## src/rtl/multiple_flow_direction_weight_defines.svh

```systemverilog
// Assertion macros for the flow weight block.
// Both expect clk and arst_n in scope at the point of use.
`ifndef MULTIPLE_FLOW_DIRECTION_WEIGHT_DEFINES_SVH
`define MULTIPLE_FLOW_DIRECTION_WEIGHT_DEFINES_SVH

`ifndef SYNTHESIS
`define MFDW_ASSERT(lbl, prop, msg) \
	lbl: assert property (@(posedge clk) disable iff (!arst_n) (prop)) else $error(msg);
`define MFDW_ASSERT_NEXT(lbl, ante, cons, msg) \
	lbl: assert property (@(posedge clk) disable iff (!arst_n) (ante) |=> (cons)) \
		else $error(msg);
`else
`define MFDW_ASSERT(lbl, prop, msg)
`define MFDW_ASSERT_NEXT(lbl, ante, cons, msg)
`endif

`endif

```

## src/rtl/mfdw_pkg.sv

```systemverilog
package mfdw_pkg;

	localparam int ElevW   = 24;
	localparam int DropW   = ElevW + 1;
	localparam int SoW     = DropW + 2;   // four drops summed
	localparam int ScaleW  = 16;
	localparam int SumW    = SoW + ScaleW + 1;
	localparam int ChosenW = ElevW + ScaleW;
	localparam int DenW    = SumW - 1;    // positive sum magnitude
	localparam int WeightW = 16;
	localparam int QBits   = 16;
	localparam int CntW    = 4;

	// 65536/sqrt2 rounded to nearest; orthogonal slopes are a plain shift
	localparam logic [ScaleW-1:0] DiagScale = 16'd46341;
	localparam int OrthoShift = ScaleW;

	localparam logic [WeightW-1:0] OneQ15 = 16'h8000;

	typedef enum logic [1:0] {
		CLS_ONE,
		CLS_MISS,
		CLS_NONE,
		CLS_CALC
	} cls_t;

	typedef struct packed {
		logic               known;
		logic [WeightW-1:0] weight;
		logic               miss;
		logic [DenW-1:0]    num;
		logic [DenW-1:0]    den;
		logic [QBits-1:0]   quo;
	} div_t;

	// 1/count, rounded half up, for the flat case
	function automatic logic [WeightW-1:0] flat_weight(input logic [CntW-1:0] cnt);
		logic [WeightW-1:0] w;
		case (cnt)
			4'd2: w = 16'd16384;
			4'd3: w = 16'd10923;
			4'd4: w = 16'd8192;
			4'd5: w = 16'd6554;
			4'd6: w = 16'd5461;
			4'd7: w = 16'd4681;
			4'd8: w = 16'd4096;
			default: w = '0;
		endcase
		return w;
	endfunction

endpackage

```

## src/rtl/mfdw_out_if.sv

```systemverilog
interface mfdw_out_if;
	logic        valid;
	logic        ready;
	logic [15:0] weight;
	logic        weight_missing;

	modport source (output valid, weight, weight_missing, input ready);
	modport sink (input valid, weight, weight_missing, output ready);
endinterface

```

## src/rtl/mfdw_div.sv

```systemverilog
module mfdw_div (
	input  logic            clk,
	input  logic            arst_n,
	input  logic            in_valid,
	output logic            in_ready,
	input  mfdw_pkg::div_t  in_data,
	mfdw_out_if.source      rsp
);
	import mfdw_pkg::*;

	div_t            stage_s [QBits];
	div_t            step_c  [QBits];
	logic [QBits-1:0] vld_s;
	logic [QBits:0]  en;

	logic [WeightW-1:0] weight_q;
	logic               miss_q;
	logic               valid_q;
	logic [QBits:0]     qr;

	// one quotient bit per stage, remainder stays below the divisor
	function automatic div_t div_step(input div_t x);
		div_t            y;
		logic [DenW:0]   r2;
		logic [DenW:0]   diff;
		logic            ge;
		y = x;
		r2 = {x.num, 1'b0};
		diff = r2 - {1'b0, x.den};
		ge = (r2 >= {1'b0, x.den});
		if (!x.known) begin
			y.num = ge ? diff[DenW-1:0] : r2[DenW-1:0];
			y.quo = {x.quo[QBits-2:0], ge};
		end
		return y;
	endfunction

	assign en[QBits] = !valid_q || rsp.ready;
	assign in_ready  = en[0];

	for (genvar i = 0; i < QBits; i++) begin : g_stage
		if (i == 0) begin : g_first
			assign step_c[i] = div_step(in_data);
			assign en[i] = !vld_s[i] || en[i+1];

			always_ff @(posedge clk or negedge arst_n) begin
				if (!arst_n)
					vld_s[i] <= 1'b0;
				else if (en[i])
					vld_s[i] <= in_valid;
			end
		end else begin : g_rest
			assign step_c[i] = div_step(stage_s[i-1]);
			assign en[i] = !vld_s[i] || en[i+1];

			always_ff @(posedge clk or negedge arst_n) begin
				if (!arst_n)
					vld_s[i] <= 1'b0;
				else if (en[i])
					vld_s[i] <= vld_s[i-1];
			end
		end

		always_ff @(posedge clk) begin
			if (en[i])
				stage_s[i] <= step_c[i];
		end
	end

	// floor(x/2 + 1/2) from the 16-bit floor quotient
	assign qr = {1'b0, stage_s[QBits-1].quo} + (QBits+1)'(1);

	always_ff @(posedge clk or negedge arst_n) begin
		if (!arst_n)
			valid_q <= 1'b0;
		else if (en[QBits])
			valid_q <= vld_s[QBits-1];
	end

	always_ff @(posedge clk) begin
		if (en[QBits]) begin
			weight_q <= stage_s[QBits-1].known ? stage_s[QBits-1].weight : qr[QBits:1];
			miss_q   <= stage_s[QBits-1].miss;
		end
	end

	assign rsp.valid          = valid_q;
	assign rsp.weight         = weight_q;
	assign rsp.weight_missing = miss_q;

endmodule

```

## src/flat_wrapper.sv

```systemverilog
// flat-port wrapper written by rule: the top's interface ports become plain ports
module mfdw_div_flat import mfdw_pkg::*;
  (clk, arst_n, in_valid, in_ready, in_data, rsp_valid, rsp_weight, rsp_weight_missing, rsp_ready);
  mfdw_out_if rsp_i ();
  input  logic clk;
  input  logic arst_n;
  input  logic in_valid;
  output logic in_ready;
  input  mfdw_pkg::div_t in_data;
  output wire logic [$bits(rsp_i.valid)-1:0] rsp_valid;
  output wire logic [$bits(rsp_i.weight)-1:0] rsp_weight;
  output wire logic [$bits(rsp_i.weight_missing)-1:0] rsp_weight_missing;
  input wire logic [$bits(rsp_i.ready)-1:0] rsp_ready;
  assign rsp_valid = rsp_i.valid;
  assign rsp_weight = rsp_i.weight;
  assign rsp_weight_missing = rsp_i.weight_missing;
  assign rsp_i.ready = rsp_ready;
  mfdw_div u_core (.clk(clk), .arst_n(arst_n), .in_valid(in_valid), .in_ready(in_ready), .in_data(in_data), .rsp(rsp_i));
endmodule
```

## config.mk

```make
export PLATFORM = sky130hd
export DESIGN_NAME = mfdw_div_flat
export DESIGN_NICKNAME = d
export VERILOG_FILES = /design/src/rtl/multiple_flow_direction_weight_defines.svh /design/src/rtl/mfdw_pkg.sv /design/src/rtl/mfdw_out_if.sv /design/src/rtl/mfdw_div.sv /design/src/flat_wrapper.sv
export SDC_FILE = /design/constraint.sdc
export NUM_CORES = 2
export LEC_CHECK = 0
export BUFFER_PORTS_ARGS = -buffer_cell sky130_fd_sc_hd__buf_2
export CAP_MARGIN = 20
export CELL_PAD_IN_SITES_DETAIL_PLACEMENT = 1
export CELL_PAD_IN_SITES_GLOBAL_PLACEMENT = 1
export CORE_MARGIN = 4
export CORE_UTILIZATION = 40
export CTS_CLUSTER_DIAMETER = 120
export DETAILED_ROUTE_END_ITERATION = 8
export PLACE_DENSITY_LB_ADDON = 0.1
export SLEW_MARGIN = 20
export SYNTH_ARGS = -nofsm -noshare
export SYNTH_HDL_FRONTEND = slang
export SYNTH_SLANG_ARGS = --single-unit
```

## constraint.sdc

```tcl
create_clock -name clk -period 36.3 [get_ports clk]
set_input_delay 0 -clock clk [delete_from_list [all_inputs] [get_ports clk]]
set_output_delay 0 -clock clk [all_outputs]
set_load 0.02 [all_outputs]
```

### Word level (Yosys, flattened, before mapping)

Memory sizes are Yosys's and may differ from the RTL's.
Cells that the tools add are included.

| cells by class | value |
|---|---|
| add/sub/neg operators | 17 |
| order comparisons | 16 |
| multiplexer cells | 81 |
| reduce and logical (&&, ||, !) cells | 34 |

Operator list:

| operator | count |
|---|---|
| 43-bit two-way mux | 32 |
| 44-bit by 43-bit >= comparator with 1-bit output | 16 |
| 43-bit subtractor | 16 |
| 16-bit two-way mux | 17 |
| 1-bit two-way mux | 32 |
| 16-bit by 1-bit adder with 17-bit output, second input constant | 1 |
| 1-bit logical NOT | 17 |
| 1-bit logical OR | 17 |

| storage, ports and cells | value |
|---|---|
| bits in registers | 34 |
| memory bits (writable) | 1920 |
| bits of input ports | 124 |
| output and inout bits | 19 |
| word-level logic and storage cells | 168 |
| memories kept | 1 |

Memory list:

| name | depth | width | rd ports | clocked after memory_dff | write ports | RTL line | text |
|---|---|---|---|---|---|---|---|
| u_core.stage_s | 16 | 120 | 16 | 0 | 16 | mfdw_div.sv:11 | `div_t stage_s [QBits];` |

### Longest topological paths before layout

| depth | value |
|---|---|
| depth in word-level cells | 20 |
| mapped depth | 17 |

### Worst setup path after synthesis

OpenSTA, ideal clock, no wires.

| timing path | value |
|---|---|
| kind | register to register |
| start point | reg u_core.valid_q, in the netlist u_core.rsp.valid |
| end point | mem u_core.stage_s[0][0] in the netlist's numbering (enable) |
| library setup time | 1681 ps |
| arrival | 13258 ps |
| required time | 34619 ps |
| path slack | 21361 ps |
| cell stages (with the launch flop) | 11 |
| path buffers | 0 |
| cells stage by stage | dfrtp_1 > nor2b_1 > nand2_1 > nor2_1 > and3_1 > nand3_1 > nor2_1 > nand3_1 > nor2_1 > and2_1 > nand4_1 |

RTL lines:

| what | RTL line | text |
|---|---|---|
| start: declaration | mfdw_div.sv:18 | `logic valid_q;` |
| start signal: assignment | mfdw_div.sv:77 | `valid_q <= vld_s[QBits-1];` |
| end: declaration | mfdw_div.sv:11 |  |

### Final worst setup path

| timing path | value |
|---|---|
| start point | reg u_core.valid_q, in the netlist u_core.rsp.valid |
| end point | out in_ready |

| between the ends | value |
|---|---|
| cells in the longest elaborated chain, start to end | 18 |

Ends and longest elaborated chain:

| what | RTL line | text |
|---|---|---|
| 1-bit logical NOT | mfdw_div.sv:38 | `assign en[QBits] = !valid_q \|\| rsp.ready;` |
| 1-bit logical OR | mfdw_div.sv:38 |  |
| 1-bit logical OR | mfdw_div.sv:54 | `assign en[i] = !vld_s[i] \|\| en[i+1];` |
| via u_core.en[15] | mfdw_div.sv:14 | `logic [QBits:0] en;` |
| 1-bit logical OR (7 in a row) | mfdw_div.sv:54 |  |
| via u_core.en[8] | mfdw_div.sv:14 |  |
| 1-bit logical OR (3 in a row) | mfdw_div.sv:54 |  |
| via u_core.en[5] | mfdw_div.sv:14 |  |
| 1-bit logical OR (4 in a row) | mfdw_div.sv:54 |  |
| 1-bit logical OR | mfdw_div.sv:44 | `assign en[i] = !vld_s[i] \|\| en[i+1];` |
| end: declaration | flat_wrapper.sv:8 | `output logic in_ready;` |

The timed path passes the listed nets, and every way through them passes these cells.

==> flow_metrics.env <==
export IMPL_multiInputGateArea_mm2=0.0503
export IMPL_yosys_area_top_type="edfxtp_1"
export IMPL_cp_num_cells=15
export IMPL_sw_frac_of_total_pct=40.3
export IMPL_relSlewSlack_pct=21.5
export IMPL_cp_end_kind="output port"
export IMPL_vias=79910
export IMPL_drt_iter0_markers=3761
export IMPL_r2r_end="u_core.stage_s[0][420]"
export IMPL_cp_startpoint="u_core.rsp.valid"
export IMPL_hold_path_class="in2reg"
export IMPL_place_ws_ns=30.65
export IMPL_synth_cells=10456
export IMPL_critPathLaunchType="flip-flop"
export IMPL_clock_skew_ns=0.0911
export IMPL_ir_drop_mv=0.0518
export IMPL_synth_seq_cells=1868
export IMPL_crit_end="in_ready"
export IMPL_synth_top_cell_area_share_pct=49.9
export IMPL_drc_errors=0
export IMPL_setup_viol=0
export IMPL_worst_path_buf_inv=5
export IMPL_seqPwrFrac_pct=33.2
export IMPL_grt_overflow=0
export IMPL_nFillCells=29981
export IMPL_post_route_period_util_pct=17.9
export IMPL_p_int_mw=6.79
export IMPL_reg2reg_slack_ns=30.59
export IMPL_die_h_um=536
export IMPL_track_usage_pct=21.8
export IMPL_antenna_found_initial=2
export IMPL_rows=193
export IMPL_maxCapViolations=0
export IMPL_grt_max_degree=86
export IMPL_max_clock_freq_mhz=154
export IMPL_numClockSinks=1868
export IMPL_path_cells="nor2b_1 > nand2_1 > buf_4 > nor2_1 > and3_1 > nand3_4 > nor2_1 > nand3_4 > buf_4 > nor2_1 > and2_1 > nand4_1 > buf_4 > buf_4 > buf_2"
export IMPL_initial_core_util_pct=40.2
export IMPL_drtAntennaViolNets=0
export IMPL_via_per_inst=5.48
export IMPL_ys_warn_count=0
export IMPL_syn_num_nets=11283
export IMPL_clk_pin_slew_ns=0.06
export IMPL_insertion_delay_ns=0.92
export IMPL_synth_distinct_cells=84
export IMPL_switchingPower_mw=4.59
export IMPL_timing_rr_start="u_core.rsp.valid"
export IMPL_dieArea_mm2=0.287
export IMPL_cpPeakStageDelay_ns=0.63
export IMPL_ys_async_sr_fraction_pct=0.910
export IMPL_wire_per_inst_um=21.8
export IMPL_io_buffer_count=142
export IMPL_first_global_vias=85085
export IMPL_fin_crit_ns=6.50
export IMPL_grt_pass1_wl_um=497000
export IMPL_synth_edf_count=1851
export IMPL_p_comb_share_pct=47.8
export IMPL_area_growth_pct=12.4
export IMPL_fin_setup_tns_ns=0
export IMPL_seqCellArea_mm2=0.0560
export IMPL_status="finished clean"
export IMPL_met3_wirelength_um=8010
export IMPL_crit_slowest_cell="nor2_1"
export IMPL_hold_violations=0
export IMPL_worstPathArrival_ns=6.50
export IMPL_dr_pass1_iters=5
export IMPL_cts_root_buffer="clkbuf_16"
export IMPL_grt_setup_unrepaired="false"
export IMPL_yosysSeqAreaShare_pct=50.3
export IMPL_io_pins=143
export IMPL_critPathKind="reg2out"
export IMPL_cts_tree="done"
export IMPL_finalWirelength_um=318000
export IMPL_drv_slew=0
export IMPL_dp_hpwl_um=247000
export IMPL_core_mm2=0.277
export IMPL_clockBufferDepth=4
export IMPL_instances_no_fill=14581
export IMPL_tightest_slew_ns=1.15
export IMPL_synth_area_leaders="edfxtp_1 (50%), ha_1 (7.7%), mux2_2 (5.7%), a21oi_1 (4.3%), inv_1 (3.2%)"
export IMPL_syn_avg_cell_area_um2=10.7
export IMPL_drive_above_1_share_pct=10.9
export IMPL_crit_family="simple AND/OR/NAND/NOR gates"
export IMPL_timing_hold_ws_ns=0.116
export IMPL_drt_met1_wl_um=128000
export IMPL_nets=11533
export IMPL_top_layer="met4"
export IMPL_p_leak_nw=51.7
export IMPL_cp_required_ns=36.30
export IMPL_cts_buffers_inserted=213
export IMPL_cellPowerDensity_mw_per_mm2=90.9
export IMPL_cp_max_fo=74
export IMPL_power_clock_fraction_pct=18.9
export IMPL_place_congestion=0.922
export IMPL_ff2ff_path_depth=14
export IMPL_synthFlopType="edfxtp_1"
export IMPL_die_w_um=536
export IMPL_route_met2_wl_um=168000
export IMPL_crit_top_cell="buf_4"
export IMPL_ctsResizeCount=0
export IMPL_syn_area_mm2=0.111
export IMPL_placed_cells=13945
export IMPL_htreeDepth=4
export IMPL_whs_path_depth=3
export IMPL_worst_slack_ns=29.80
==> cell usage in the layout, fill, tap and decap left out, types with 110 or more instances in the layout <==
master and n:
a211oi_1 130, xor2_1 253, nand4_1 135, a21o_1 404, dlygate4sd3_1 251, nand3_1 148, buf_2 142, nor2_1 639
nand2_1 796, nand2b_1 110, edfxtp_1 1851, ha_1 688, nor3_1 123, inv_1 944, o21ai_0 652, o21a_1 116
nor2b_1 117, xnor2_1 289, clkbuf_16 215, a31oi_1 135, mux2_2 568, a21oi_1 952
==> worst min-delay path: cells and delay by family <==
family                 cells  cell delay [ns]
muxes                      1             0.18
buffers and inverters      2             0.71
==> how the worst min path moves through the flow <==
stage	from	endpoint	slack, ns
4_1_cts	in_data[97]	u_core.stage_s[0][97]	0.001
6_report	in_data[10]	u_core.stage_s[0][10]	0.12
2_1_floorplan	arst_n	u_core.rsp.valid	-0.30
3_3_place_gp	arst_n	u_core.rsp.valid	-0.03
5_1_grt	in_data[97]	u_core.stage_s[0][97]	0.06
3_5_place_dp	arst_n	u_core.vld_s[7]	-0.01
==> what timing repair did <==
item                                   4_1_cts  5_1_grt
setup buffers                                0        0
hold buffers                               251        0
endpoints found under the hold margin      211        0
==> power by group through the flow <==
stage | Clock, mW | Sequential (mW) | Combinational, mW
5_1_grt | 2.32 | 3.86 | 6.09
6_report | 2.15 | 3.78 | 5.45
3_3_place_gp | 0 | 3.82 | 5.30
3_5_place_dp | 0 | 3.83 | 5.39
4_1_cts | 2.22 | 3.79 | 5.46
2_1_floorplan | 0 | 3.56 | 4.11
==> logic make-up after synthesis <==
| family | Yosys count | share of synthesized area [%] |
|---|---|---|
| and+or+nand+nor | 2401 | 10.1 |
| xor gates and xnor gates | 542 | 4.26 |
| DFF | 1868 | 50.3 |
| buffers and inverters | 1392 | 4.73 |
| adders and majority gates | 703 | 8.00 |
| AOI/OAI and AO/OA | 2928 | 16.4 |
| muxes | 622 | 6.23 |
==> per-stage QoR <==
stage          total power [mW]  instance area (um^2)  util [%]
2_1_floorplan              7.68                111000         -
5_1_grt                    12.3                125000      45.2
4_1_cts                    11.5                125000      45.2
3_5_place_dp               9.22                116000      41.8
6_report                   11.4                125000      45.2
3_3_place_gp               9.12                116000      41.8
==> flip-flops by register name, summed over array words and instances (netlist names) <==
signal,flops
u_core.stage_s,1834
u_core.rsp.weight,16
u_core.rsp.weight_missing,1
u_core.vld_s,16
u_core.rsp.valid,1
==> Yosys cell counts (110+ instances only) <==
library cell and number:
o21a_1 116, edfxtp_1 1851, mux2_2 568, a21o_1 405
nor3_1 123, nand4_1 135, ha_1 688, nand2b_1 110
a21oi_1 952, nor2b_1 117, clkbuf_1 382, a31oi_1 136
nor2_1 639, a211oi_1 130, xnor2_1 289, nand3_1 152
o21ai_0 652, nand2_1 802, xor2_1 253, inv_1 949
==> routing by layer <==
layer / global-route usage [%] / up-vias
met1: 25.2 / 39498
met5: 0 / -
met3: 2.41 / 552
li1: - / 38842
met2: 41.0 / 1018
met4: 8.26 / 0
==> area by class of cell <==
cell class	instances	share of cell area (%)
sequential	1868	44.7
multi-input combinational	7196	40.1
clock buffer	258	4.42
tap	3705	3.70
timing repair buffer	475	3.06
inverter	952	2.86
clock inverter	125	1.09
antenna	2	0.00399
Power figures use the tool's default switching activity.
