$ cat config.mk
export PLATFORM = sky130hd
export DESIGN_NAME = mfdw_slope_flat
export DESIGN_NICKNAME = d
export VERILOG_FILES = /design/src/rtl/multiple_flow_direction_weight_defines.svh /design/src/rtl/mfdw_pkg.sv /design/src/rtl/mfdw_in_if.sv /design/src/rtl/mfdw_slope.sv /design/src/flat_wrapper.sv
export SDC_FILE = /design/constraint.sdc
export NUM_CORES = 2
export LEC_CHECK = 0
export BUFFER_PORTS_ARGS = -buffer_cell sky130_fd_sc_hd__buf_2
export CORE_MARGIN = 2
export CORE_UTILIZATION = 25
export CTS_BUF_LIST = sky130_fd_sc_hd__clkbuf_2
export CTS_CLUSTER_SIZE = 28
export DETAILED_ROUTE_END_ITERATION = 7
export GPL_TIMING_DRIVEN = 0
export SLEW_MARGIN = 20
export SYNTH_ARGS = -nofsm -noshare
export SYNTH_HDL_FRONTEND = slang
export SYNTH_SLANG_ARGS = --single-unit
export TNS_END_PERCENT = 100
$ cat constraint.sdc
create_clock -name clk -period 7.06 [get_ports clk]
set_clock_uncertainty 0.1 [all_clocks]
set_input_delay 1.059 -clock clk [delete_from_list [all_inputs] [get_ports clk]]
set_output_delay 1.059 -clock clk [all_outputs]
set_load 0.005 [all_outputs]
$ cat src/rtl/multiple_flow_direction_weight_defines.svh
// Assertion macros for the flow weight block.
// Both expect clk and arst_n in scope at the point of use.
`ifndef MULTIPLE_FLOW_DIRECTION_WEIGHT_DEFINES_SVH
`define MULTIPLE_FLOW_DIRECTION_WEIGHT_DEFINES_SVH

`ifndef SYNTHESIS
`define MFDW_ASSERT(lbl, prop, msg) \
	lbl: assert property (@(posedge clk) disable iff (!arst_n) (prop)) else $error(msg);
`define MFDW_ASSERT_NEXT(lbl, ante, cons, msg) \
	lbl: assert property (@(posedge clk) disable iff (!arst_n) (ante) |=> (cons)) \
		else $error(msg);
`else
`define MFDW_ASSERT(lbl, prop, msg)
`define MFDW_ASSERT_NEXT(lbl, ante, cons, msg)
`endif

`endif

$ cat src/rtl/mfdw_pkg.sv
package mfdw_pkg;

	localparam int ElevW   = 24;
	localparam int DropW   = ElevW + 1;
	localparam int SoW     = DropW + 2;   // four drops summed
	localparam int ScaleW  = 16;
	localparam int SumW    = SoW + ScaleW + 1;
	localparam int ChosenW = ElevW + ScaleW;
	localparam int DenW    = SumW - 1;    // positive sum magnitude
	localparam int WeightW = 16;
	localparam int QBits   = 16;
	localparam int CntW    = 4;

	// 65536/sqrt2 rounded to nearest; orthogonal slopes are a plain shift
	localparam logic [ScaleW-1:0] DiagScale = 16'd46341;
	localparam int OrthoShift = ScaleW;

	localparam logic [WeightW-1:0] OneQ15 = 16'h8000;

	typedef enum logic [1:0] {
		CLS_ONE,
		CLS_MISS,
		CLS_NONE,
		CLS_CALC
	} cls_t;

	typedef struct packed {
		logic               known;
		logic [WeightW-1:0] weight;
		logic               miss;
		logic [DenW-1:0]    num;
		logic [DenW-1:0]    den;
		logic [QBits-1:0]   quo;
	} div_t;

	// 1/count, rounded half up, for the flat case
	function automatic logic [WeightW-1:0] flat_weight(input logic [CntW-1:0] cnt);
		logic [WeightW-1:0] w;
		case (cnt)
			4'd2: w = 16'd16384;
			4'd3: w = 16'd10923;
			4'd4: w = 16'd8192;
			4'd5: w = 16'd6554;
			4'd6: w = 16'd5461;
			4'd7: w = 16'd4681;
			4'd8: w = 16'd4096;
			default: w = '0;
		endcase
		return w;
	endfunction

endpackage

$ cat src/rtl/mfdw_in_if.sv
interface mfdw_in_if;
	logic               valid;
	logic               ready;
	logic signed [23:0] center_elev;
	logic signed [23:0] nbr_elev_0;
	logic signed [23:0] nbr_elev_1;
	logic signed [23:0] nbr_elev_2;
	logic signed [23:0] nbr_elev_3;
	logic signed [23:0] nbr_elev_4;
	logic signed [23:0] nbr_elev_5;
	logic signed [23:0] nbr_elev_6;
	logic signed [23:0] nbr_elev_7;
	logic [7:0]         outflow_mask;
	logic [8:0]         missing_mask;
	logic [2:0]         direction;

	modport source (
		output valid, center_elev, nbr_elev_0, nbr_elev_1, nbr_elev_2, nbr_elev_3,
			nbr_elev_4, nbr_elev_5, nbr_elev_6, nbr_elev_7, outflow_mask,
			missing_mask, direction,
		input ready
	);
	modport sink (
		input valid, center_elev, nbr_elev_0, nbr_elev_1, nbr_elev_2, nbr_elev_3,
			nbr_elev_4, nbr_elev_5, nbr_elev_6, nbr_elev_7, outflow_mask,
			missing_mask, direction,
		output ready
	);
endinterface

$ cat src/rtl/mfdw_slope.sv
module mfdw_slope (
	input  logic            clk,
	input  logic            arst_n,
	mfdw_in_if.sink         req,
	output logic            out_valid,
	input  logic            out_ready,
	output mfdw_pkg::div_t  out_data
);
	import mfdw_pkg::*;

	logic en1, en2, en3, en4;
	logic v_s1, v_s2, v_s3, v_s4;

	// stage 1: drops, masked partial sums, class
	logic signed [ElevW-1:0] nbr [8];
	logic signed [DropW-1:0] drop [8];
	logic signed [SoW-1:0]   so_c, sd_c;
	logic [CntW-1:0]         cnt_c;
	cls_t                    cls_c;
	logic signed [DropW-1:0] cd;
	logic [ElevW-1:0]        cd_pos;

	cls_t                    cls_s1;
	logic [CntW-1:0]         cnt_s1;
	logic signed [SoW-1:0]   so_s1, sd_s1;
	logic [ElevW-1:0]        cd_s1;
	logic                    diag_s1;

	// stage 2: products
	cls_t                    cls_s2;
	logic [CntW-1:0]         cnt_s2;
	logic signed [SoW-1:0]   so_s2;
	logic signed [SumW-1:0]  prodd_s2;
	logic [ChosenW-1:0]      chosen_s2;

	// stage 3: full sum
	cls_t                    cls_s3;
	logic [CntW-1:0]         cnt_s3;
	logic signed [SumW-1:0]  sum_s3;
	logic [ChosenW-1:0]      chosen_s3;

	// stage 4: decision, division operands
	div_t                    dec_c;
	div_t                    dec_s4;

	assign en4 = !v_s4 || out_ready;
	assign en3 = !v_s3 || en4;
	assign en2 = !v_s2 || en3;
	assign en1 = !v_s1 || en2;
	assign req.ready = en1;

	assign nbr[0] = req.nbr_elev_0;
	assign nbr[1] = req.nbr_elev_1;
	assign nbr[2] = req.nbr_elev_2;
	assign nbr[3] = req.nbr_elev_3;
	assign nbr[4] = req.nbr_elev_4;
	assign nbr[5] = req.nbr_elev_5;
	assign nbr[6] = req.nbr_elev_6;
	assign nbr[7] = req.nbr_elev_7;

	always_comb begin
		so_c  = '0;
		sd_c  = '0;
		cnt_c = '0;
		for (int k = 0; k < 8; k++) begin
			drop[k] = DropW'(req.center_elev) - DropW'(nbr[k]);
			cnt_c   = cnt_c + CntW'(req.outflow_mask[k]);
			if (req.outflow_mask[k] && !req.missing_mask[k]) begin
				if (k % 2 == 1)
					sd_c = sd_c + SoW'(drop[k]);
				else
					so_c = so_c + SoW'(drop[k]);
			end
		end
		cd = drop[req.direction];
		cd_pos = (!cd[DropW-1] && (cd != '0)) ? cd[ElevW-1:0] : '0;
		if (cnt_c == CntW'(1))
			cls_c = CLS_ONE;
		else if (req.missing_mask[8] || req.missing_mask[{1'b0, req.direction}])
			cls_c = CLS_MISS;
		else if (cnt_c == '0)
			cls_c = CLS_NONE;
		else
			cls_c = CLS_CALC;
	end

	always_comb begin
		dec_c        = '0;
		dec_c.known  = 1'b1;
		dec_c.num    = DenW'(chosen_s3);
		dec_c.den    = sum_s3[DenW-1:0];
		case (cls_s3)
			CLS_ONE:  dec_c.weight = OneQ15;
			CLS_MISS: dec_c.miss = 1'b1;
			CLS_NONE: dec_c.weight = '0;
			CLS_CALC: begin
				if (sum_s3 == '0)
					dec_c.weight = flat_weight(cnt_s3);
				else if (sum_s3[SumW-1] || (chosen_s3 == '0))
					dec_c.weight = '0;
				else if (DenW'(chosen_s3) >= sum_s3[DenW-1:0])
					dec_c.weight = OneQ15;
				else
					dec_c.known = 1'b0;
			end
			default: dec_c.miss = 1'b1;
		endcase
	end

	always_ff @(posedge clk or negedge arst_n) begin
		if (!arst_n) begin
			v_s1 <= 1'b0;
			v_s2 <= 1'b0;
			v_s3 <= 1'b0;
			v_s4 <= 1'b0;
		end else begin
			if (en1) v_s1 <= req.valid;
			if (en2) v_s2 <= v_s1;
			if (en3) v_s3 <= v_s2;
			if (en4) v_s4 <= v_s3;
		end
	end

	always_ff @(posedge clk) begin
		if (en1) begin
			cls_s1  <= cls_c;
			cnt_s1  <= cnt_c;
			so_s1   <= so_c;
			sd_s1   <= sd_c;
			cd_s1   <= cd_pos;
			diag_s1 <= req.direction[0];
		end
		if (en2) begin
			cls_s2   <= cls_s1;
			cnt_s2   <= cnt_s1;
			so_s2    <= so_s1;
			prodd_s2 <= SumW'(sd_s1) * SumW'($signed({1'b0, DiagScale}));
			chosen_s2 <= diag_s1 ? ChosenW'(cd_s1) * ChosenW'(DiagScale)
				: {cd_s1, {OrthoShift{1'b0}}};
		end
		if (en3) begin
			cls_s3    <= cls_s2;
			cnt_s3    <= cnt_s2;
			sum_s3    <= (SumW'(so_s2) <<< OrthoShift) + prodd_s2;
			chosen_s3 <= chosen_s2;
		end
		if (en4)
			dec_s4 <= dec_c;
	end

	assign out_valid = v_s4;
	assign out_data  = dec_s4;

endmodule

$ cat src/flat_wrapper.sv
// flat-port wrapper written by rule: the top's interface ports become plain ports
module mfdw_slope_flat import mfdw_pkg::*;
  (clk, arst_n, out_valid, out_ready, out_data, req_valid, req_center_elev, req_nbr_elev_0, req_nbr_elev_1, req_nbr_elev_2, req_nbr_elev_3, req_nbr_elev_4, req_nbr_elev_5, req_nbr_elev_6, req_nbr_elev_7, req_outflow_mask, req_missing_mask, req_direction, req_ready);
  mfdw_in_if req_i ();
  input  logic clk;
  input  logic arst_n;
  output logic out_valid;
  input  logic out_ready;
  output mfdw_pkg::div_t out_data;
  input wire logic [$bits(req_i.valid)-1:0] req_valid;
  input wire logic [$bits(req_i.center_elev)-1:0] req_center_elev;
  input wire logic [$bits(req_i.nbr_elev_0)-1:0] req_nbr_elev_0;
  input wire logic [$bits(req_i.nbr_elev_1)-1:0] req_nbr_elev_1;
  input wire logic [$bits(req_i.nbr_elev_2)-1:0] req_nbr_elev_2;
  input wire logic [$bits(req_i.nbr_elev_3)-1:0] req_nbr_elev_3;
  input wire logic [$bits(req_i.nbr_elev_4)-1:0] req_nbr_elev_4;
  input wire logic [$bits(req_i.nbr_elev_5)-1:0] req_nbr_elev_5;
  input wire logic [$bits(req_i.nbr_elev_6)-1:0] req_nbr_elev_6;
  input wire logic [$bits(req_i.nbr_elev_7)-1:0] req_nbr_elev_7;
  input wire logic [$bits(req_i.outflow_mask)-1:0] req_outflow_mask;
  input wire logic [$bits(req_i.missing_mask)-1:0] req_missing_mask;
  input wire logic [$bits(req_i.direction)-1:0] req_direction;
  output wire logic [$bits(req_i.ready)-1:0] req_ready;
  assign req_i.valid = req_valid;
  assign req_i.center_elev = req_center_elev;
  assign req_i.nbr_elev_0 = req_nbr_elev_0;
  assign req_i.nbr_elev_1 = req_nbr_elev_1;
  assign req_i.nbr_elev_2 = req_nbr_elev_2;
  assign req_i.nbr_elev_3 = req_nbr_elev_3;
  assign req_i.nbr_elev_4 = req_nbr_elev_4;
  assign req_i.nbr_elev_5 = req_nbr_elev_5;
  assign req_i.nbr_elev_6 = req_nbr_elev_6;
  assign req_i.nbr_elev_7 = req_nbr_elev_7;
  assign req_i.outflow_mask = req_outflow_mask;
  assign req_i.missing_mask = req_missing_mask;
  assign req_i.direction = req_direction;
  assign req_ready = req_i.ready;
  mfdw_slope u_core (.clk(clk), .arst_n(arst_n), .req(req_i), .out_valid(out_valid), .out_ready(out_ready), .out_data(out_data));
endmodule
* After elaboration in Yosys (flattened, before gate mapping)
Cells that the tools add are included.
** Operators by class
- Multipliers :: 2
- $lt $le $gt $ge :: 3
- Add/subtract/negate cells :: 22
- Eq/ne operators :: 10
- Muxes and demuxes :: 23
- Bitwise gates (word level) :: 2
- Reduce and logical (&&, ||, !) cells :: 35
** Operators by type and width (number)
- $mux 27 :: 8
- $sub 24x24->25 :: 8
- $add 27x25->27 :: 6
- $pmux 15 s7 :: 1
- $bmux 25 s3 :: 1
- $mux 25 :: 2
- $mux 16 :: 3
- $add 43x44->44 :: 1
- $logic_not 44->1 :: 1
- $mul 27x17->44 const B :: 1
- $ge 40x43->1 :: 1
- $logic_not 40->1 :: 1
- $mul 24x16->40 const B :: 1
- $mux 40 :: 1
- $pmux 16 s2 :: 1
- $reduce_bool 25->1 :: 1
- $add 4x1->4 :: 6
- $eq 4x3->1 const B :: 4
- $logic_not 1->1 :: 13
- $logic_and 1x1->1 :: 9
- $eq 4x2->1 const B :: 2
- $logic_or 1x1->1 :: 6
- $lt 3x5->1 const B :: 1
- $mux 1 :: 5
- other kinds (13) :: 13
** Storage, ports and cells
- Output and inout bits :: 122
- Register bits after elaboration :: 397
- Logic and storage cells :: 123

* Logic depth before layout (Yosys ltp)
- Depth after elaboration :: 10
- Gate-level depth with buffers :: 42

* Worst setup path after synthesis
No wires, ideal clock.
- Path type :: input to register
- Start point :: input port req_center_elev[0]
- End point :: register u_core.sd_s1[24], data pin
- Arrival :: 8639 ps
- Setup slack :: -1941 ps
- Data required time :: 6698 ps
- Stages on the path :: 38
- Cells stage by stage :: inv_1 ha_1 inv_1 fa_1 a211oi_1 o21bai_1 a21oi_1 xnor2_1 and2_1 ha_1 o21a_1 o31a_1 o31a_1 nor2_1 maj3_1 maj3_1 o21a_1 maj3_1 (+2 left out) ha_1 and3_1 nand2_1 o31ai_1 xnor2_1 nor2_1 a21o_1 ha_1 nor2_1 nor2b_1 a21boi_0 or4_1 a31oi_1 nor2b_1 o21a_1 o41ai_1 xnor2_1 mux2_1
** On the way
- Word-level cells in the longest chain between the ends :: 8
- Elaborated cells on any way between the ends :: 11
** RTL lines
- start, declared :: RTL line flat_wrapper.sv:11 : input wire logic [$bits(req_i.center_elev)-1:0] req_center_elev;
- $sub 24x24->25 :: RTL line mfdw_slope.sv:66 : drop[k] = DropW'(req.center_elev) - DropW'(nbr[k]);
- $mux 27 :: RTL line mfdw_slope.sv:68 : if (req.outflow_mask[k] && !req.missing_mask[k]) begin
- $add 27x25->27 :: RTL line mfdw_slope.sv:70 : sd_c = sd_c + SoW'(drop[k]);
- $mux 27 :: RTL line mfdw_slope.sv:68
- $add 27x25->27 :: RTL line mfdw_slope.sv:70
- $mux 27 :: RTL line mfdw_slope.sv:68
- $add 27x25->27 :: RTL line mfdw_slope.sv:70
- $mux 27 * :: RTL line mfdw_slope.sv:68
- named net u_core.sd_c[24] :: RTL line mfdw_slope.sv:17 : logic signed [SoW-1:0] so_c, sd_c;
- end signal, assigned :: RTL line mfdw_slope.sv:129 : sd_s1 <= sd_c;
- end, declared :: RTL line mfdw_slope.sv:25 : logic signed [SoW-1:0] so_s1, sd_s1;
The timed path passes the listed nets; every way through them passes the cells marked *.
A chain may end at the register's enable or synchronous reset.

* Worst setup path in the final report
Same ends and word-level chain as after synthesis.

==> impl_metrics.json <==
{
  "ctsLongestPathBuffers": 3,
  "ys_seq_elements": 393,
  "synth_top_cell_area_share": 0.244,
  "ys_seq_area_frac": 0.246,
  "drt-total-wl_mm": 179,
  "grt-ovfl-total": 0,
  "num_io_pins": 362,
  "layoutNonFillerInstCount": 8340,
  "cp-startpoint": "req_center_elev[0]",
  "max-slew-margin-rel": 0.199,
  "grt_pass1_vias": 40200,
  "syn_to_final_growth_pct": 21.0,
  "cp.arrival_ns": 8.94,
  "synth_ff_type": "edfxtp_1",
  "r2r_cells": 20,
  "cp-start-kind": "input pin",
  "synth_top_cell_by_area": "edfxtp_1",
  "grt_max_degree": 62,
  "crit_type": "input pin to register",
  "antenna_found_initial": 17,
  "failed_checks": "negative setup slack",
  "slowest_stage": "or4_4",
  "place_inst": 7964,
  "cp.required_ns": 7.79,
  "postLayoutCoreUtil": 0.305,
  "finalSetupTns_ns": -13.30,
  "finalCritPeriodShare": 1.16,
  "cap_violations": 0,
  "dp_hpwl_mm": 149,
  "timing.rr.end": "u_core.chosen_s2[38]$_DFFE_PP_",
  "initial_core_util": 0.252,
  "cts_tree": "built",
  "insertion_delay_ns": 1.09,
  "fin_ws_ns": -1.15,
  "worstSetupEndpointType": "register",
  "nFillCells": 19900,
  "final_antenna_net_count": 0,
  "finalHoldViolations": 0,
  "yosysWarningCount": 0,
  "cp_slowest_stage_delay_ns": 0.55,
  "clock_tree.root_cell": "clkbuf_2",
  "grt_setup_unrepaired": "true",
  "die_height_um": 442,
  "crit_fanout": 3,
  "setup_viol": 21,
  "drive_gt1_frac": 0.205,
  "clk_pin_slew_worst_paths_ns": 0.10,
  "grt_first_pass_wirelength_mm": 258,
  "yosys-top-cells-area": "edfxtp_1 (24%), ha_1 (20%), fa_1 (10%)",
  "drt_iter0_drc": 3223,
  "async_flop_share": 0.0102,
  "yosysUniqueCellTypes": 102,
  "drcViolationCount": 0,
  "die_area_sq_um": 195000,
  "core_area_sq_um": 190000,
  "dr.pass1.iters": 6,
  "r2r_setup_slack_ns": 0.27,
  "synthCells": 5082,
  "gr-usage-all-layers": 0.177,
  "numPortBuffers": 340,
  "numCtsBuffers": 99,
  "synth-edff-count": 389,
  "viasPerCell": 4.94,
  "num_rows": 160,
  "rr_startpoint": "u_core.cd_s1[7]$_SDFFCE_PN0P_",
  "nNetsFinal": 6992,
  "syn_area_per_cell_sq_um": 9.42,
  "place_congestion": 1.01,
  "hp-class": "input pin to async pin",
  "cts_max_level": 3,
  "vias": 41200,
  "pre_cts_slack_ns": -3.11,
  "clock-sinks": 393,
  "fmaxAchievable_mhz": 122,
  "die_w_um": 442,
  "status": "finished, violations left",
  "worst_slew_pin_slew_ns": 1.20,
  "cp-endpoint": "u_core.sd_s1[24]$_DFFE_PP_",
  "post-route-min-period_ns": 8.21,
  "slew_violations": 0,
  "syn_area_sq_um": 47900,
  "routedWlPerCell_um": 21.5
}
## cell families (layout without fill, tap and decap cells)
| kind of cell | count (synthesis) | in the layout | share of synthesized area |
|---|---|---|---|
| other cells | 1 | 28 | 0.0000783 |
| xor+xnor | 397 | 397 | 0.0732 |
| fa+ha+maj | 1008 | 1008 | 0.302 |
| buf+inv | 836 | 1556 | 0.0673 |
| flops | 393 | 393 | 0.246 |
| mux | 108 | 108 | 0.0330 |
| simple gates | 1130 | 1130 | 0.114 |
| compound gates | 1209 | 1209 | 0.165 |
## cells in the mapped netlist (15+ instances only)
cell type	instances
a31oi_1	50
a211o_1	15
clkbuf_1	73
nor4_1	27
a211oi_1	52
o21bai_1	55
or3_1	23
nand3_1	68
nand2b_1	80
mux2_2	45
mux4_2	35
and2_1	49
nand2_1	248
o21a_1	78
o21ai_0	219
and3_1	34
nor3_1	78
xor2_1	131
nor2_1	355
a21oi_1	362
fa_1	246
a31o_2	16
mux2i_1	26
inv_1	728
o31ai_1	30
nand4_1	37
ha_1	754
or2_2	18
buf_4	23
edfxtp_1	389
a21o_1	155
o211ai_1	23
xnor2_1	263
nor2b_1	66
## routing by layer
layer	track usage	up-vias	part of all wire	routed length [um]
li1	-	19300	-	-
met1	0.230	19800	0.42	76000
met2	0.284	1634	0.45	79900
met3	0.0226	355	0.065	11600
met4	0.0987	4	0.064	11500
met5	0	-	0.00015	27
## critical path: cells and delay by family
kind                       cells  cell delay, ns
adders and majority gates      8            2.39
and+or+nand+nor                8            1.13
muxes                          2            0.38
buffers and inverters          6            0.54
xor gates and xnor gates       3            0.39
AOI/OAI and AO/OA             14            3.01
## per-stage QoR
step / cell area [sq um] / hold slack (ns)
2_1_floorplan: 48200 / 0.300
3_3_place_gp: 53000 / 0.303
3_5_place_dp: 53300 / 0.305
4_1_cts: 56300 / 0.0408
5_1_grt: 57900 / 0.0995
6_report: 57900 / 0.188
## state kept, by name, indices dropped and copies added (netlist names)
name	cells
u_core.v_s1	1
u_core.cls_s2	2
u_core.so_s2	27
u_core.diag_s1	1
u_core.cls_s3	2
u_core.v_s2	1
u_core.out_valid	1
u_core.sd_s1	27
u_core.cnt_s2	4
u_core.sum_s3	44
u_core.chosen_s2	40
u_core.chosen_s3	40
u_core.cnt_s3	4
u_core.cd_s1	24
u_core.so_s1	27
u_core.prodd_s2	44
u_core.cnt_s1	4
u_core.v_s3	1
u_core.cls_s1	2
u_core.out_data	97
## worst min path at each step
stage,from,to,slack [ns],cells after the start
final,arst_n,u_core.v_s2$_DFFE_PN0P_,0.19,2
after global routing,arst_n,u_core.v_s2$_DFFE_PN0P_,0.1,2
after CTS,arst_n,u_core.v_s2$_DFFE_PN0P_,0.04,2
after detailed placement,u_core.chosen_s2[16]$_DFFE_PP_,u_core.chosen_s3[16]$_DFFE_PP_,0.30,0
after global placement,u_core.prodd_s2[11]$_DFFE_PP_,u_core.sum_s3[11]$_DFFE_PP_,0.30,0
after floorplan,u_core.chosen_s2[0]$_SDFFCE_PN0P_,u_core.chosen_s3[0]$_DFFE_PP_,0.30,0
## layout make-up
class	count	area [sq um]	area share
timing repair buffer	552	3560	0.0614
tap	2511	3140	0.0542
buffer	105	492	0.00849
sequential	393	11800	0.203
multi-input combinational	3871	35200	0.608
inverter	730	2750	0.0474
antenna	9	22.5	0.000389
clock inverter	36	283	0.00488
clock buffer	133	666	0.0115
## what timing repair did
item | 4_1_cts | 5_1_grt
hold buffers | 2 | 0
hold endpoints to repair | 5 | 0
gates cloned | 0 | 0
resized for setup | 214 | 206
pin swaps | 129 | 148
setup endpoints to repair | 30 | 31
buffers inserted | 121 | 80
## cell usage in the layout (no fill, tap or decap), types with 43 or more instances in the layout
| master | Yosys | routed |
|---|---|---|
| buf_4 | 23 | 203 |
| nand3_1 | 68 | 62 |
| o21ai_0 | 219 | 185 |
| o21a_1 | 78 | 76 |
| a21o_1 | 155 | 153 |
| fa_1 | 246 | 242 |
| nor2_1 | 355 | 336 |
| ha_1 | 754 | 699 |
| nor3_1 | 78 | 71 |
| xor2_1 | 131 | 117 |
| inv_1 | 728 | 717 |
| clkbuf_2 | 0 | 138 |
| nor2b_1 | 66 | 60 |
| nand2b_1 | 80 | 78 |
| nand2_1 | 248 | 243 |
| buf_2 | 0 | 333 |
| a21oi_2 | 1 | 56 |
| xnor2_1 | 263 | 233 |
| and2_1 | 49 | 43 |
| a21oi_1 | 362 | 299 |
| clkbuf_1 | 73 | 66 |
| edfxtp_1 | 389 | 389 |
| o21bai_1 | 55 | 55 |
Power is not shown: default switching activity piles up to over one toggle a cycle in this logic, so the estimate is an artifact.
